$ cat config.mk
export PLATFORM = sky130hd
export DESIGN_NAME = sem_back
export DESIGN_NICKNAME = d
export VERILOG_FILES = /design/src/rtl/core/sem_pkg.sv /design/src/rtl/core/sem_back.sv
export SDC_FILE = /design/constraint.sdc
export NUM_CORES = 1
export LEC_CHECK = 0
export ABC_CLOCK_PERIOD_IN_PS = 16600
export BUFFER_PORTS_ARGS = -buffer_cell sky130_fd_sc_hd__buf_2
export CAP_MARGIN = 10
export CORE_ASPECT_RATIO = 0.8
export CORE_MARGIN = 3
export CORE_UTILIZATION = 69
export CTS_CLUSTER_DIAMETER = 80
export DETAILED_ROUTE_END_ITERATION = 7
export HOLD_SLACK_MARGIN = 0.05
export PLACE_DENSITY = 0.95
export REMOVE_ABC_BUFFERS = 1
export SLEW_MARGIN = 20
export SYNTH_ARGS = -nofsm -noshare
export SYNTH_HDL_FRONTEND = slang
export SYNTH_SLANG_ARGS = --single-unit
$ cat constraint.sdc
create_clock -name clk -period 16.6 [get_ports clk]
set_clock_uncertainty 0.2 [all_clocks]
set_input_delay 1.66 -clock clk [delete_from_list [all_inputs] [get_ports clk]]
set_output_delay 1.66 -clock clk [all_outputs]
set_load 0.005 [all_outputs]
$ cat src/rtl/core/sem_pkg.sv
// ----------------------------------------------------------------------------
// sem_pkg
// Shared types and constants of the Sobel edge magnitude block.
// ----------------------------------------------------------------------------
`default_nettype none

package sem_pkg;

  localparam int MAX_WIDTH_DEF   = 2048;
  localparam int QUEUE_DEPTH_DEF = 4;

  localparam int FRAME_WIDTH_RST  = 640;
  localparam int FRAME_HEIGHT_RST = 480;

  localparam int LUMA_WR    = 30;
  localparam int LUMA_WG    = 59;
  localparam int LUMA_WB    = 11;
  localparam int LUMA_RECIP = 5243;
  localparam int LUMA_SHIFT = 19;

  localparam int KERN_X [9] = '{-1, 0, 1, -2, 0, 2, -1, 0, 1};
  localparam int KERN_Y [9] = '{-1, -2, -1, 0, 0, 0, 1, 2, 1};

  typedef enum logic {
    OP_PIXEL = 1'b0,
    OP_FLUSH = 1'b1
  } opcode_t;

  typedef enum logic {
    REG_FRAME_WIDTH  = 1'b0,
    REG_FRAME_HEIGHT = 1'b1
  } reg_idx_t;

  typedef logic [7:0] luma_t;

  typedef struct packed {
    luma_t [8:0] tap;
    logic        last;
  } nbhd_t;

endpackage

`default_nettype wire

$ cat src/rtl/core/sem_back.sv
// ----------------------------------------------------------------------------
// sem_back
// Gradient, squared magnitude and pipelined integer square root with
// rounding and saturation; drives the result channel.
// ----------------------------------------------------------------------------
`default_nettype none

module sem_back (
  input  logic           clk,
  input  logic           rst_n,
  input  logic           q_empty,
  input  sem_pkg::nbhd_t q_data,
  output logic           q_pop,
  output logic           out_valid,
  input  logic           out_stall,
  output logic [7:0]     out_magnitude,
  output logic           out_last
);

  localparam int          SQ_STEPS  = 8;
  localparam logic [20:0] SAT_LIMIT = 21'd65281;

  typedef struct packed {
    logic [7:0]  q;
    logic [9:0]  rem;
    logic [15:0] rad;
  } sq_t;

  function automatic sq_t sqrt_step(input sq_t a);
    logic [11:0] r;
    logic [11:0] t;
    sq_t         b;
    r     = {a.rem, a.rad[15:14]};
    t     = {2'b00, a.q, 2'b01};
    b.rad = {a.rad[13:0], 2'b00};
    if (r >= t) begin
      b.rem = 10'(r - t);
      b.q   = {a.q[6:0], 1'b1};
    end else begin
      b.rem = r[9:0];
      b.q   = {a.q[6:0], 1'b0};
    end
    return b;
  endfunction

  logic               en;
  logic signed [11:0] gx_acc, gy_acc;

  logic               g_vld_r, g_last_r;
  logic signed [10:0] gx_r, gy_r;
  logic signed [21:0] sqx, sqy;

  logic               p_vld_r, p_last_r;
  logic [19:0]        px_r, py_r;
  logic [20:0]        sum;

  logic               sq_vld_r  [SQ_STEPS+1];
  logic               sq_last_r [SQ_STEPS+1];
  logic               sq_sat_r  [SQ_STEPS+1];
  sq_t                sq_d_r    [SQ_STEPS+1];

  logic               out_valid_r;
  logic [7:0]         out_magnitude_r;
  logic               out_last_r;
  logic [7:0]         root;
  logic               round_up;

  assign en    = !out_valid_r || !out_stall;
  assign q_pop = en && !q_empty;

  always_comb begin
    gx_acc = '0;
    gy_acc = '0;
    for (int k = 0; k < 9; k++) begin
      gx_acc = gx_acc + 12'(sem_pkg::KERN_X[k]) * $signed({4'b0000, q_data.tap[k]});
      gy_acc = gy_acc + 12'(sem_pkg::KERN_Y[k]) * $signed({4'b0000, q_data.tap[k]});
    end
  end

  assign sqx      = gx_r * gx_r;
  assign sqy      = gy_r * gy_r;
  assign sum      = 21'(px_r) + 21'(py_r);
  assign root     = sq_d_r[SQ_STEPS].q;
  assign round_up = sq_d_r[SQ_STEPS].rem > {2'b00, root};

  always_ff @(posedge clk) begin
    if (!rst_n) begin
      g_vld_r     <= 1'b0;
      p_vld_r     <= 1'b0;
      out_valid_r <= 1'b0;
      for (int k = 0; k <= SQ_STEPS; k++) begin
        sq_vld_r[k] <= 1'b0;
      end
    end else if (en) begin
      g_vld_r     <= q_pop;
      p_vld_r     <= g_vld_r;
      sq_vld_r[0] <= p_vld_r;
      for (int k = 0; k < SQ_STEPS; k++) begin
        sq_vld_r[k+1] <= sq_vld_r[k];
      end
      out_valid_r <= sq_vld_r[SQ_STEPS];
    end
  end

  always_ff @(posedge clk) begin
    if (en) begin
      gx_r         <= $signed(gx_acc[10:0]);
      gy_r         <= $signed(gy_acc[10:0]);
      g_last_r     <= q_data.last;
      px_r         <= sqx[19:0];
      py_r         <= sqy[19:0];
      p_last_r     <= g_last_r;
      sq_d_r[0]    <= '{q: 8'd0, rem: 10'd0, rad: sum[15:0]};
      sq_sat_r[0]  <= (sum >= SAT_LIMIT);
      sq_last_r[0] <= p_last_r;
      for (int k = 0; k < SQ_STEPS; k++) begin
        sq_d_r[k+1]    <= sqrt_step(sq_d_r[k]);
        sq_sat_r[k+1]  <= sq_sat_r[k];
        sq_last_r[k+1] <= sq_last_r[k];
      end
      out_magnitude_r <= sq_sat_r[SQ_STEPS] ? 8'hFF : root + 8'(round_up);
      out_last_r      <= sq_last_r[SQ_STEPS];
    end
  end

  assign out_valid     = out_valid_r;
  assign out_magnitude = out_magnitude_r;
  assign out_last      = out_last_r;

endmodule

`default_nettype wire

==> impl_metrics.toml <==
[status]
outcome = "finished, final reports clean"

[drt]
vias = 14500
routed_wl_um = 45700
via_per_inst = 5.74
dr.first_iter.drc_count = 1204
drcViolationCount = 0
dr.pass1.iters = 6
ant_nets = 0
wl_per_cell_um = 18.1

[yosys]
synth_top_family_by_area = "adder cells"
postSynthCellCount = 2006
async_flop_share_pct = 0
synth_xor_area_share_pct = 5.87
yosys-top-cells-area = "edfxtp_1 36%, fa_1 23%, ha_1 10%, inv_1 8.2%, xnor2_1 4.0%"
synth_edf_count = 268
synth.most_common_cell = "inv_1"
synth_warnings = 0
synthSimpleGateAreaFrac_pct = 9.64
synth-seq-cells = 271
ys_seq_area_share_pct = 36.5
synth.top_cell.area_share_pct = 36.2
synthTopCellsByCount = "484 x inv_1, 268 x edfxtp_1, 251 x fa_1"
syn_area_per_cell_um2 = 11.1
synth_top_area_cell = "edfxtp_1"
synth_cell_types = 56
syn-cell-area_um2 = 22200
synth_ff_type = "edfxtp_1"
synth-adder-area-share_pct = 32.7
synth_compound_area_share_pct = 5.68
synth.area.mux_share_pct = 0.783

[timing]
drv_slew = 0
max_slew.worst_pin.slew_ns = 0.989
relSlewSlack_pct = 34.0
setup_viol = 0
finalCritPeriodShare_pct = 38.4
hold_viol = 0
layout_min_cycle_time_ns = 6.38
rsz0062_at_grt = "false"
max_freq_ghz = 0.157
tns_ns = 0

[grt]
grtUsageTotal_pct = 27.5
grt_pass1_wl_um = 75800
first_global_vias = 15900
overflow = 0
grt_antenna_before_repair = 0
grt_max_degree = 78

[setup_path]
crit_path_start_kind = "flop"
cp_data_required_time_ns = 16.71
rrSetupSlack_ns = 10.22
r2r_cells = 19
worstPathArrival_ns = 6.48
r2r_start = "gx_r[0]"
critPathKind = "reg -> reg"
cp_max_fo = 23
endpoint_kind = "flop"
worstReg2RegEnd = "px_r[18]"

[hold_path]
whs_path_depth = 0
min-delay-start = "sq_last_r[7]"
hp-class = "reg -> reg"
hold_end = "sq_last_r[8]"

[die]
die-area_um2 = 34400
top_level_ports = 88
die_w_um = 207
start_util_pct = 70.4
die_h_um = 166
rows = 58
fp.coreArea_um2 = 31600

[placement]
gp_congestion = 0.926
detailed_place_hpwl_um = 34700
port_buffers = 79

[finish]
drive_above_1_share_pct = 7.13
fillers = 1887
antenna_cells = 0
area_growth_pct = 7.63
final_nets = 2589

[clocking]
clk_pin_slew_ns = 0.06
post_cts_buffers = 0
post_cts_resized = 0
root_buffer = "clkbuf_16"
cts_hold_buf = 0
numCtsBuffers = 28
cts_max_level = 1
clockBufferDepth = 3
cts_tree = "built"
cts_sinks = 271
clock_latency_ns = 0.57

[job]
drv_cap = 0
==> cell type report <==
cell class,instances,area (um^2),share of cell area [%]
clock inverter,11,100,0.419
tap,420,526,2.20
inverter,485,1820,7.61
sequential,271,8110,33.9
clock buffer,41,779,3.26
multi-input combinational,1214,12200,50.9
timing repair buffer,82,418,1.75
==> per-layer routing <==
metal	routed length [um]	global-route usage, %	vias up
li1	-	-	6561
met1	17200	33.2	7134
met2	23600	49.4	616
met3	2720	4.12	184
met4	2230	11.5	0
met5	0	0	-
==> cell usage in the layout, fill, tap and decap left out, types with 12 or more instances in the layout <==
cell and instances:
nand2b_1 25, o21ai_0 41, o21a_1 12, xnor2_1 101, buf_2 79, nand2_1 91
or3_1 16, xor2_1 48, a21o_1 17, a21oi_1 68, fa_1 251, clkbuf_16 28
edfxtp_1 268, nor3_1 31, and2_1 69, inv_1 484, ha_1 179, nand3_1 20
nor2_1 78, nor2b_1 34, and3_1 18
==> registers in the layout, indices dropped and copies added (netlist names), 8 cells and up <==
name and cells:
sq_last_r 9, sq_vld_r 9, gx_r 11, px_r 19, sq_sat_r 9, gy_r 10, out_magnitude 8, sq_d_r 172
py_r 18
==> per-stage QoR <==
step                cell area [um^2]  instances  util (%)  hold slack [ns]  setup slack (ns)
floorplan                      22100       1970         -            0.200              8.35
finish                         23900       2524      75.7            0.215             10.22
global placement               23000       2472      73.0            0.201             10.40
global route                   23900       2524      75.7            0.222              9.85
detailed placement             23000       2472      73.0            0.205             10.29
CTS                            23900       2524      75.7            0.219             10.34
==> cell families (layout without fill, tap and decap cells) <==
logic type,count (synthesis),after routing
other,1,1
AOI/OAI and AO/OA,203,203
buffers and inverters,521,619
adders and majority gates,430,430
xor gates and xnor gates,149,149
and+or+nand+nor,415,415
muxes,16,16
DFF,271,271
==> worst max path at each step <==
| stage | startpoint | endpoint | slack, ns | depth (start not counted) |
|---|---|---|---|---|
| finish | gx_r[0] | px_r[18] | 10.22 | 19 |
| global placement | q_data[1] | gy_r[10] | 10.40 | 20 |
| detailed placement | q_data[1] | gy_r[10] | 10.29 | 20 |
| floorplan | out_stall | sq_vld_r[0] | 8.35 | 2 |
| global route | gx_r[0] | py_r[18] | 9.85 | 21 |
| CTS | gx_r[0] | px_r[18] | 10.34 | 19 |
==> worst max-delay path, stage by stage, from the launching register on <==
cell and delay (ns):
edfxtp_1 0.87, inv_1 0.37, nor2_1 0.27, fa_1 0.25
ha_1 0.15, inv_1 0.05, fa_1 0.52, fa_1 0.47
fa_1 0.57, inv_1 0.05, ha_1 0.34, nor2b_1 0.16
o21ai_1 0.20, a21boi_1 0.14, o21ai_1 0.22, a21boi_1 0.15
o2111ai_1 0.25, nand3_1 0.19, and3_1 0.19, or4_1 0.51
Power is not shown: default switching activity piles up to over one toggle a cycle in this logic, so the estimate is an artifact.
